===== config.mk =====
export PLATFORM = sky130hd
export DESIGN_NAME = multi_priority_ready_deque_unit
export DESIGN_NICKNAME = d
export VERILOG_FILES = /design/src/design/mpq_pkg.sv /design/src/design/mpq_ctrl.sv /design/src/design/mpq_datapath.sv /design/src/design/multi_priority_ready_deque_unit.sv
export SDC_FILE = /design/constraint.sdc
export NUM_CORES = 1
export LEC_CHECK = 0
export ABC_AREA = 1
export BUFFER_PORTS_ARGS = -buffer_cell sky130_fd_sc_hd__buf_2
export CORE_ASPECT_RATIO = 1.4
export CORE_UTILIZATION = 36
export CTS_CLUSTER_DIAMETER = 80
export CTS_CLUSTER_SIZE = 25
export DETAILED_ROUTE_END_ITERATION = 6
export SETUP_SLACK_MARGIN = 0.2
export SYNTH_ARGS = -nofsm -noshare
export SYNTH_HDL_FRONTEND = slang
export SYNTH_SLANG_ARGS = --single-unit
export TNS_END_PERCENT = 20

===== constraint.sdc =====
create_clock -name clk -period 9.65 [get_ports clk]
set_input_delay 1.4475 -clock clk [delete_from_list [all_inputs] [get_ports clk]]
set_output_delay 1.4475 -clock clk [all_outputs]
set_load 0.02 [all_outputs]

===== src/design/mpq_pkg.sv =====
// Shared constants, codes and control types for the multilevel priority ready deque.
`timescale 1ns / 1ps
`default_nettype none
package mpq_pkg;

  // Default sizing handed to the top level.
  localparam int LEVELS_DEF      = 4;
  localparam int QUEUE_DEPTH_DEF = 16;
  localparam int TASK_BITS_DEF   = 8;

  // Beat field widths, fixed by the stream format.
  localparam int OPCODE_W  = 2;
  localparam int LEVEL_W   = 2;
  localparam int TASK_ID_W = 8;
  localparam int POPPED_W  = 8;
  localparam int STATUS_W  = 2;
  localparam int MASK_W    = 4;

  // Input beat layout, lowest bit first, padded to whole bytes.
  localparam int IN_OPCODE_LSB = 0;
  localparam int IN_LEVEL_LSB  = IN_OPCODE_LSB + OPCODE_W;
  localparam int IN_TASK_LSB   = IN_LEVEL_LSB + LEVEL_W;
  localparam int IN_BITS       = IN_TASK_LSB + TASK_ID_W;
  localparam int IN_TDATA_W    = ((IN_BITS + 7) / 8) * 8;

  // Output beat layout, lowest bit first, padded to whole bytes.
  localparam int OUT_POPPED_LSB = 0;
  localparam int OUT_STATUS_LSB = OUT_POPPED_LSB + POPPED_W;
  localparam int OUT_MASK_LSB   = OUT_STATUS_LSB + STATUS_W;
  localparam int OUT_BITS       = OUT_MASK_LSB + MASK_W;
  localparam int OUT_TDATA_W    = ((OUT_BITS + 7) / 8) * 8;

  // Operation codes.
  localparam logic [OPCODE_W-1:0] OP_PUSH_BACK  = 2'd0;
  localparam logic [OPCODE_W-1:0] OP_PUSH_FRONT = 2'd1;
  localparam logic [OPCODE_W-1:0] OP_POP        = 2'd2;

  // Status codes.
  localparam logic [STATUS_W-1:0] ST_DONE  = 2'd0;
  localparam logic [STATUS_W-1:0] ST_EMPTY = 2'd1;
  localparam logic [STATUS_W-1:0] ST_FULL  = 2'd2;

  // Commands from the controller to the datapath.
  typedef struct packed {
    logic load;    // capture the input beat
    logic exec;    // update pointers and access the entry store
    logic finish;  // load the result register
  } mpq_cmd_t;

  // Status from the datapath to the controller.
  typedef struct packed {
    logic out_busy;  // result register holds a beat that is not taken this cycle
  } mpq_stat_t;

endpackage
`default_nettype wire


===== src/design/mpq_ctrl.sv =====
// Controller state machine sequencing each operation through execute and finish.
`timescale 1ns / 1ps
`default_nettype none
module mpq_ctrl (
  input  wire logic              clk,
  input  wire logic              rst,
  input  wire logic              s_tvalid,
  output logic                   s_tready,
  input  wire mpq_pkg::mpq_stat_t stat,
  output mpq_pkg::mpq_cmd_t      cmd
);

  typedef enum logic [2:0] {
    S_IDLE   = 3'b001,
    S_EXEC   = 3'b010,
    S_FINISH = 3'b100
  } state_t;

  state_t state;
  state_t state_next;

  always_ff @(posedge clk) begin
    if (rst) begin
      state <= S_IDLE;
    end else begin
      state <= state_next;
    end
  end

  always_comb begin
    state_next = state;
    s_tready   = 1'b0;
    cmd        = '0;
    case (state)
      S_IDLE: begin
        // No beat is taken while reset is held, since it would be lost.
        if (!rst) begin
          s_tready = 1'b1;
          if (s_tvalid) begin
            cmd.load   = 1'b1;
            state_next = S_EXEC;
          end
        end
      end
      S_EXEC: begin
        // Execute only once the result register is sure to be free at finish.
        if (!stat.out_busy) begin
          cmd.exec   = 1'b1;
          state_next = S_FINISH;
        end
      end
      S_FINISH: begin
        cmd.finish = 1'b1;
        state_next = S_IDLE;
      end
      default: begin
        state_next = S_IDLE;
      end
    endcase
  end

endmodule
`default_nettype wire


===== src/design/mpq_datapath.sv =====
// Datapath: item register, per-level head and count registers, entry store, result register.
`timescale 1ns / 1ps
`default_nettype none
module mpq_datapath #(
  parameter int LEVELS      = mpq_pkg::LEVELS_DEF,
  parameter int QUEUE_DEPTH = mpq_pkg::QUEUE_DEPTH_DEF,
  parameter int TASK_BITS   = mpq_pkg::TASK_BITS_DEF
) (
  input  wire logic                            clk,
  input  wire logic                            rst,
  input  wire mpq_pkg::mpq_cmd_t               cmd,
  output mpq_pkg::mpq_stat_t                   stat,
  input  wire logic [mpq_pkg::IN_TDATA_W-1:0]  s_tdata,
  output logic                                 m_tvalid,
  input  wire logic                            m_tready,
  output logic [mpq_pkg::OUT_TDATA_W-1:0]      m_tdata
);

  localparam int LVL_W   = $clog2(LEVELS);
  localparam int PTR_W   = $clog2(QUEUE_DEPTH);
  localparam int CNT_W   = $clog2(QUEUE_DEPTH + 1);
  localparam int SUM_W   = CNT_W + 1;
  localparam int ENTRIES = LEVELS * QUEUE_DEPTH;
  localparam int ADDR_W  = $clog2(ENTRIES);

  // Captured input item.
  logic [mpq_pkg::OPCODE_W-1:0] op;
  logic [mpq_pkg::LEVEL_W-1:0]  lvl;
  logic [TASK_BITS-1:0]         task_val;

  // Per-level queue state.
  logic [PTR_W-1:0] head [LEVELS];
  logic [CNT_W-1:0] occ  [LEVELS];

  // Entry store and its registered read data.
  logic [TASK_BITS-1:0] mem [ENTRIES];
  logic [TASK_BITS-1:0] rdata;

  // Outcome of the execute step.
  logic [mpq_pkg::STATUS_W-1:0] status_q;
  logic                         pop_ok_q;

  // Result register.
  logic [mpq_pkg::POPPED_W-1:0] out_popped;
  logic [mpq_pkg::STATUS_W-1:0] out_status;
  logic [mpq_pkg::MASK_W-1:0]   out_mask;

  logic [LVL_W-1:0]             li;
  logic                         lvl_ok;
  logic [PTR_W-1:0]             cur_head;
  logic [CNT_W-1:0]             cur_occ;
  logic                         is_push;
  logic                         is_pop;
  logic                         push_ok;
  logic                         pop_ok;
  logic [SUM_W-1:0]             back_sum;
  logic [PTR_W-1:0]             back_pos;
  logic [PTR_W-1:0]             front_pos;
  logic [PTR_W-1:0]             head_inc;
  logic [PTR_W-1:0]             pos;
  logic [ADDR_W-1:0]            addr;
  logic [mpq_pkg::STATUS_W-1:0] status_next;
  logic [mpq_pkg::MASK_W-1:0]   mask_now;

  always_ff @(posedge clk) begin
    if (cmd.load) begin
      op       <= s_tdata[mpq_pkg::IN_OPCODE_LSB +: mpq_pkg::OPCODE_W];
      lvl      <= s_tdata[mpq_pkg::IN_LEVEL_LSB +: mpq_pkg::LEVEL_W];
      task_val <= TASK_BITS'(s_tdata[mpq_pkg::IN_TASK_LSB +: mpq_pkg::TASK_ID_W]);
    end
  end

  assign li       = LVL_W'(lvl);
  assign lvl_ok   = (32'(lvl) < 32'(LEVELS));
  assign cur_head = head[li];
  assign cur_occ  = occ[li];

  assign is_push = (op == mpq_pkg::OP_PUSH_BACK) || (op == mpq_pkg::OP_PUSH_FRONT);
  assign is_pop  = (op == mpq_pkg::OP_POP);
  assign push_ok = is_push && lvl_ok && (cur_occ != CNT_W'(QUEUE_DEPTH));
  assign pop_ok  = is_pop && lvl_ok && (cur_occ != '0);

  // Head plus count stays below twice the depth, so one subtract wraps it.
  assign back_sum = SUM_W'(cur_head) + SUM_W'(cur_occ);
  assign back_pos = (back_sum >= SUM_W'(QUEUE_DEPTH)) ?
                    PTR_W'(back_sum - SUM_W'(QUEUE_DEPTH)) : PTR_W'(back_sum);
  assign front_pos = (cur_head == '0) ? PTR_W'(QUEUE_DEPTH - 1) : (cur_head - PTR_W'(1));
  assign head_inc  = (cur_head == PTR_W'(QUEUE_DEPTH - 1)) ? '0 : (cur_head + PTR_W'(1));

  always_comb begin
    case (op)
      mpq_pkg::OP_PUSH_BACK:  pos = back_pos;
      mpq_pkg::OP_PUSH_FRONT: pos = front_pos;
      default:                pos = cur_head;
    endcase
  end

  assign addr = ADDR_W'(32'(li) * QUEUE_DEPTH + 32'(pos));

  always_comb begin
    status_next = mpq_pkg::ST_DONE;
    if (is_push && !push_ok) begin
      status_next = mpq_pkg::ST_FULL;
    end else if (is_pop && !pop_ok) begin
      status_next = mpq_pkg::ST_EMPTY;
    end
  end

  always_ff @(posedge clk) begin
    if (cmd.exec) begin
      status_q <= status_next;
      pop_ok_q <= pop_ok;
    end
  end

  always_ff @(posedge clk) begin
    if (cmd.exec && push_ok) begin
      mem[addr] <= task_val;
    end
    if (cmd.exec) begin
      rdata <= mem[addr];
    end
  end

  always_ff @(posedge clk) begin
    if (rst) begin
      for (int i = 0; i < LEVELS; i++) begin
        head[i] <= '0;
        occ[i]  <= '0;
      end
    end else if (cmd.exec) begin
      if (push_ok) begin
        occ[li] <= cur_occ + CNT_W'(1);
        if (op == mpq_pkg::OP_PUSH_FRONT) begin
          head[li] <= front_pos;
        end
      end else if (pop_ok) begin
        occ[li]  <= cur_occ - CNT_W'(1);
        head[li] <= head_inc;
      end
    end
  end

  // Only the four lowest levels are reported.
  for (genvar g = 0; g < mpq_pkg::MASK_W; g++) begin : g_mask
    if (g < LEVELS) begin : g_lvl
      assign mask_now[g] = (occ[g] != '0);
    end else begin : g_none
      assign mask_now[g] = 1'b0;
    end
  end

  always_ff @(posedge clk) begin
    if (rst) begin
      m_tvalid <= 1'b0;
    end else if (cmd.finish) begin
      m_tvalid <= 1'b1;
    end else if (m_tready) begin
      m_tvalid <= 1'b0;
    end
  end

  always_ff @(posedge clk) begin
    if (cmd.finish) begin
      out_popped <= pop_ok_q ? mpq_pkg::POPPED_W'(rdata) : '0;
      out_status <= status_q;
      out_mask   <= mask_now;
    end
  end

  assign stat.out_busy = m_tvalid && !m_tready;

  always_comb begin
    m_tdata = '0;
    m_tdata[mpq_pkg::OUT_POPPED_LSB +: mpq_pkg::POPPED_W] = out_popped;
    m_tdata[mpq_pkg::OUT_STATUS_LSB +: mpq_pkg::STATUS_W] = out_status;
    m_tdata[mpq_pkg::OUT_MASK_LSB +: mpq_pkg::MASK_W]     = out_mask;
  end

endmodule
`default_nettype wire


===== src/design/multi_priority_ready_deque_unit.sv =====
// Top level of the multilevel priority ready deque: controller plus datapath.
//
//   Channel | Direction | Handshake          | Beat contents
//   s_*     | in        | s_tvalid/s_tready  | opcode, level, task_id
//   m_*     | out       | m_tvalid/m_tready  | popped_task, status, nonempty_mask
//
// Each operation passes through accept, execute (one access to the
// single-port entry store plus head and count update), and loading the result.
// A new beat is accepted while the previous result still waits on m_tready.
// Execution waits while an untaken result occupies the output register.
// Synchronous reset empties every level; entry contents are not cleared.
`timescale 1ns / 1ps
`default_nettype none
module multi_priority_ready_deque_unit #(
  parameter int LEVELS      = mpq_pkg::LEVELS_DEF,
  parameter int QUEUE_DEPTH = mpq_pkg::QUEUE_DEPTH_DEF,
  parameter int TASK_BITS   = mpq_pkg::TASK_BITS_DEF
) (
  input  wire logic                            clk,
  input  wire logic                            rst,
  input  wire logic                            s_tvalid,
  output logic                                 s_tready,
  // opcode[1:0], level[3:2], task_id[11:4], zero pad above
  input  wire logic [mpq_pkg::IN_TDATA_W-1:0]  s_tdata,
  output logic                                 m_tvalid,
  input  wire logic                            m_tready,
  // popped_task[7:0], status[9:8], nonempty_mask[13:10], zero pad above
  output logic [mpq_pkg::OUT_TDATA_W-1:0]      m_tdata
);

  mpq_pkg::mpq_cmd_t  cmd;
  mpq_pkg::mpq_stat_t stat;

  mpq_ctrl u_ctrl (
    .clk      (clk),
    .rst      (rst),
    .s_tvalid (s_tvalid),
    .s_tready (s_tready),
    .stat     (stat),
    .cmd      (cmd)
  );

  mpq_datapath #(
    .LEVELS      (LEVELS),
    .QUEUE_DEPTH (QUEUE_DEPTH),
    .TASK_BITS   (TASK_BITS)
  ) u_datapath (
    .clk      (clk),
    .rst      (rst),
    .cmd      (cmd),
    .stat     (stat),
    .s_tdata  (s_tdata),
    .m_tvalid (m_tvalid),
    .m_tready (m_tready),
    .m_tdata  (m_tdata)
  );

endmodule
`default_nettype wire


* After elaboration in Yosys (flattened, before gate mapping)
Memories as Yosys holds them, arrays and structs flattened. A register that Yosys moved wholly into a read port is not among the register bits.
Cells that the tools add are included.
** Cells by class
- Magnitude comparators :: 1
- Reductions and logical operators :: 21
- $add $sub $neg :: 7
- Eq/ne operators :: 9
- Mux-type cells :: 46
- Bitwise operators :: 2
** Operator list (number)
- 1-bit 2-to-1 mux :: 31
- 5-bit nonzero test :: 5
- 4-bit 2-to-1 mux :: 5
- 5-bit 2-to-1 mux :: 2
- 2-bit 2-to-1 mux :: 4
- 4-bit one-hot mux with 2 select lines :: 1
- 4-bit by 1-bit subtractor with 4-bit output, second input constant :: 2
- 4-bit by 5-bit adder with 6-bit output :: 1
- 6-bit by 4-bit adder with 6-bit output :: 1
- 6-bit by 5-bit >= comparator with 1-bit output, second input constant :: 1
- 1-bit logical AND :: 6
- 3-bit 2-to-1 mux :: 2
- 3-bit one-hot mux with 2 select lines :: 1
- 5-bit by 1-bit adder with 5-bit output, second input constant :: 1
- 5-bit != test, second input constant :: 1
- 5-bit OR reduction :: 1
- 5-bit by 1-bit subtractor with 5-bit output, second input constant :: 1
- 4-bit by 1-bit adder with 4-bit output, second input constant :: 1
- 4-bit == test, second input constant :: 1
- 4-bit logical NOT :: 1
- 2-bit != test, second input constant :: 2
- 4-bit OR reduction :: 1
- 3-bit by 1-bit == test with 1-bit output, second input constant :: 1
- 3-bit by 2-bit == test with 1-bit output, second input constant :: 1
- other kinds (9) :: 12
** Word-level totals
- Memories :: 3
- RAM bits :: 548
- Bits of input ports :: 20
- Logic and storage cells :: 99
- Output and inout port bits :: 18
- Flip-flop bits (word level) :: 33
** Memories
- u_datapath.mem :: words 64, bits a word 8, rd ports 1, clocked after memory_dff 1, wr ports 1, line mpq_datapath.sv:36 : logic [TASK_BITS-1:0] mem [ENTRIES];
- u_datapath.occ :: words 4, bits a word 5, rd ports 5, clocked after memory_dff 1, wr ports 4, line mpq_datapath.sv:33 : logic [CNT_W-1:0] occ [LEVELS];
- u_datapath.head :: words 4, bits a word 4, rd ports 1, clocked after memory_dff 1, wr ports 4, line mpq_datapath.sv:32 : logic [PTR_W-1:0] head [LEVELS];

* Longest topological paths before layout
- Word-level depth :: 10
- Depth in mapped cells :: 23
- Gate-level depth less buffers :: 19

* Cells and area by module
From an unflattened synthesis, not the netlist that was laid out.
** Unflattened totals
- Cell total of the unflattened synthesis :: 2597
- Area, all modules :: 26107.5 sq um
** By module, submodules not included
- mpq_datapath :: times used 1, area each 25958.6 sq um, cells an instance 2576, seq. area each 17626.9 sq um
- mpq_ctrl :: times used 1, area each 148.9 sq um, cells an instance 21, seq. area each 60.1 sq um

* Worst setup path after synthesis
No wires, ideal clock.
- Kind :: register to register
- From :: register with a tool-made name
- To :: memory u_datapath.mem[14][0] (netlist bit), enable pin
- Arrival :: 2973 ps
- Stages on the path, launching flop included :: 18
- Path slack :: 6307 ps
- Path through :: dfxtp_1 > buf_6 > inv_4 > buf_6 > nand2_1 > nand3_1 > nand2_1 > inv_1 > ha_1 > fa_1 > o21ai_0 > a21oi_2 > inv_2 > buf_2 > buf_2 > nor2_1 > nand2_1 > nor2_1
** RTL lines (line)
- end: declaration :: mpq_datapath.sv:36

==> run_results.csv <==
group,metric,value,unit
cts,clock_sinks,591,
detailed_routing,vias,17500,
synthesis,synth_top_cell_by_area,"edfxtp_1",
floorplanning,core_area,0.0717,sq mm
detailed_routing,viasPerCell,4.99,
worst_setup_path,worstPathMaxFanout,78,
detailed_routing,wirelength,63.0,mm
timing,grt_setup_unrepaired,"false",
timing,fin_crit,6230,ps
final_layout,layout_commonest_cell,"nand2_1",
cts,cts-root-buf,"clkbuf_16",
timing,clock.fmax,161,MHz
synthesis,synth.mux.area_fraction,0,%
min_path,hold_path.class,"reg2reg",
synthesis,synth_top_cell_area_share,67.1,%
pwr,switching_share,29.0,%
worst_setup_path,required,9880,ps
pwr,p_seq_share,55.0,%
final_layout,final_area,0.0278,sq mm
global_routing,met2_usage,30.8,%
worst_setup_path,critPathKind,"reg2reg",
pwr,power_frac_clock,26.7,%
outcome,outcome,"completed",
global_routing,grt_pass1_vias,17100,
floorplanning,initial_core_util,36.5,%
cts,htreeDepth,1,
synthesis,synth.distinct_cells,36,
detailed_routing,wl_per_cell,18.0,um
synthesis,syn_area,0.0262,sq mm
pwr,power.net_switching,0.00150,W
timing,slew_headroom,28.9,%
synthesis,synthCells,2598,
timing,final_hold_viol_count,0,
cts,cts_buffer_depth,3,
final_layout,num_antenna_cells,0,
final_layout,final-seq-area,0.0177,sq mm
detailed_routing,first_pass_iters,7,
cts,cts_made_buffers,28,
global_routing,grt_overflow,0,
cts,cts.reportedPaths.clkPinSlew,100,ps
synthesis,synth_compound_area_share,0.392,%
synthesis,synth_top_family_by_area,"simple AND/OR/NAND/NOR gates",
timing,max_slew.worst_pin.slew,1070,ps
pwr,power_density,186,mW/mm^2
detailed_routing,drt_iter0_markers,1456,
worst_setup_path,cp-end-kind,"register",
global_routing,use_met1,20.5,%
final_layout,fill_cells,7020,
final_layout,final_layout_size_suffix_gt1_share,5.24,%
flow_run,maxCapViolations,0,
synthesis,yosys.area_share.adder,0.488,%
global_routing,antenna_found_initial,0,
placed_design,hpwlAfterDp,36.6,mm
cts,ctsHoldBuffers,0,
floorplanning,num_rows,116,
final_layout,multiInputGateArea,0.00752,sq mm
detailed_routing,drc,0,
global_routing,grt_pass1_wl,98.1,mm
detailed_routing,postRouteAntennaNets,0,
cts,cts_setup_buffers,0,
synthesis,yosys.area_share.simple,27.6,%
timing,fin_crit_sh,64.5,%
timing,fin_tns_setup,0,ps
placed_design,place_ws,3520,ps
synthesis,ys_ff_latch,591,
cts,cts-resized-gates,0,
timing,finalSetupViolations,0,
floorplanning,dieArea,0.0738,sq mm
pwr,power_leakage,11.1,nW
placed_design,gp_congestion,0.864,
global_routing,grt-busiest-layer,"met2",
timing,drv_slew,0,
global_routing,grtUsageMet3,1.54,%
placed_design,place_area,0.0269,sq mm
placed_design,io_buffers,31,
timing,fin_ws,3420,ps
pwr,comb_power_share,18.3,%
cts,cts_tree,"built",
final_layout,areaGrowthSynthToFinish,6.11,%
synthesis,yosys-top-cells-area,"edfxtp_1, nand2_1, nand3_1",
final_layout,mostFrequentLayoutCells,"nand2_1, edfxtp_1, nand3_1, nor2_1, inv_1",
floorplanning,die-height,321,um
floorplanning,die_w,230,um
floorplanning,pin_count,38,
worst_setup_path,worstPathArrival,6450,ps
timing,clock_skew,34.0,ps
cts,insertion_delay,610,ps
global_routing,grt_max_degree,106,
pwr,power,0.00516,W
synthesis,ys_seq_area_share,67.6,%
synthesis,syn_avg_cell_area,10.1,sq um
synthesis,synth_xor_area_share,0.167,%
global_routing,grtUsageTotal,17.0,%
final_layout,fin_nets,2574,
worst_setup_path,start_kind,"register",
pwr,p_int,0.00366,W
synthesis,yosysWarnings,0,
pwr,vdd_drop_max,0.109,mV
## layer usage
layer	up-vias	wire, um	share of wire [%]
li1	8454	-	-
met4	0	2420	3.8
met2	516	32500	52
met5	-	0	0
met1	8381	24900	39
met3	114	3190	5.1
## power by group through the flow
| stage | Clock (W) | Combinational (W) | Sequential, W |
|---|---|---|---|
| 2_1_floorplan | 0 | 0.000688 | 0.00291 |
| 3_3_place_gp | 0 | 0.000938 | 0.00290 |
| 3_5_place_dp | 0 | 0.000942 | 0.00290 |
| 4_1_cts | 0.00140 | 0.000947 | 0.00284 |
| 5_1_grt | 0.00148 | 0.00106 | 0.00284 |
| 6_report | 0.00138 | 0.000942 | 0.00284 |
## registers in the layout, indices dropped and copies added (netlist names), named ones only
name	cells
u_datapath.status_q	2
u_datapath.out_mask	4
u_datapath.head	16
u_datapath.out_status	2
u_datapath.out_popped	8
u_datapath.task_val	8
u_datapath.pop_ok_q	1
u_datapath.occ	20
u_datapath.m_tvalid	1
u_datapath.mem	512
u_datapath.op	2
u_datapath.li	2
u_ctrl.state	3
u_datapath.rdata	8
## through the flow
step | instances | utilization (%) | hold slack, ps
floorplan | 2599 | - | 400
global placement | 3459 | 37.5 | 415
detailed placement | 3459 | 37.5 | 410
CTS | 3502 | 38.7 | 434
global route | 3502 | 38.7 | 448
finish | 3502 | 38.7 | 431
## cell usage after synthesis
cell type and number:
nor2_2 13, a21oi_2 1, buf_2 62, xor2_1 4, nand3_1 284, buf_1 17
nand4_1 4, inv_4 1, a21oi_1 2, ha_1 7, dfxtp_1 6, inv_2 9
nand2_2 15, o21ai_0 10, nand3_4 2, nor2_4 3, clkbuf_1 15, fa_1 2
or2_0 1, nand3_2 1, o21ai_1 2, nor2_1 127, a22oi_1 1, buf_4 34
nand3b_1 2, buf_6 8, nor3_2 1, edfxtp_1 585, a21oi_4 1, xnor2_1 1
nand2_1 1319, and2_1 1, nor3_1 9, inv_1 45, clkinv_1 2, conb_1 1
## logic make-up (layout without fill, tap and decap cells)
group,count (synthesis),after routing
buf+inv,193,152
flops,591,591
simple gates,1782,1782
xor+xnor,5,5
other cells,1,2
compound gates,17,17
fa+ha+maj,9,9
## critical path, stage by stage (launching register included)
cell	delay (ps)
dfxtp_1	770
inv_4	200
nand2_1	110
nand3_1	150
nand2_2	220
inv_1	110
ha_1	230
fa_1	550
o21ai_0	150
a21oi_4	130
buf_4	780
inv_4	620
nor2_1	300
nand2_1	470
nor2_1	930
## area by class of cell
type	count	area share [%]
clock buffer	40	2.80
clock inverter	3	0.248
inverter	57	0.789
multi-input combinational	1815	27.1
sequential	591	63.7
tap	944	4.25
timing repair buffer	52	1.13
## path summary, 6_finish.rpt
| check | start | endpoint | slack [ps] | cells past startpoint |
|---|---|---|---|---|
| worst max-delay path | register | u_datapath.mem[31][2] | 3420 | 14 |
| worst min-delay path | u_datapath.status_q[1] | u_datapath.out_status[1] | 430 | 0 |
| worst max register to register | register | u_datapath.mem[31][2] | 3420 | 14 |
| worst min register to register | u_datapath.status_q[1] | u_datapath.out_status[1] | 430 | 0 |
Note: power is estimated with default switching activity, not from simulation.
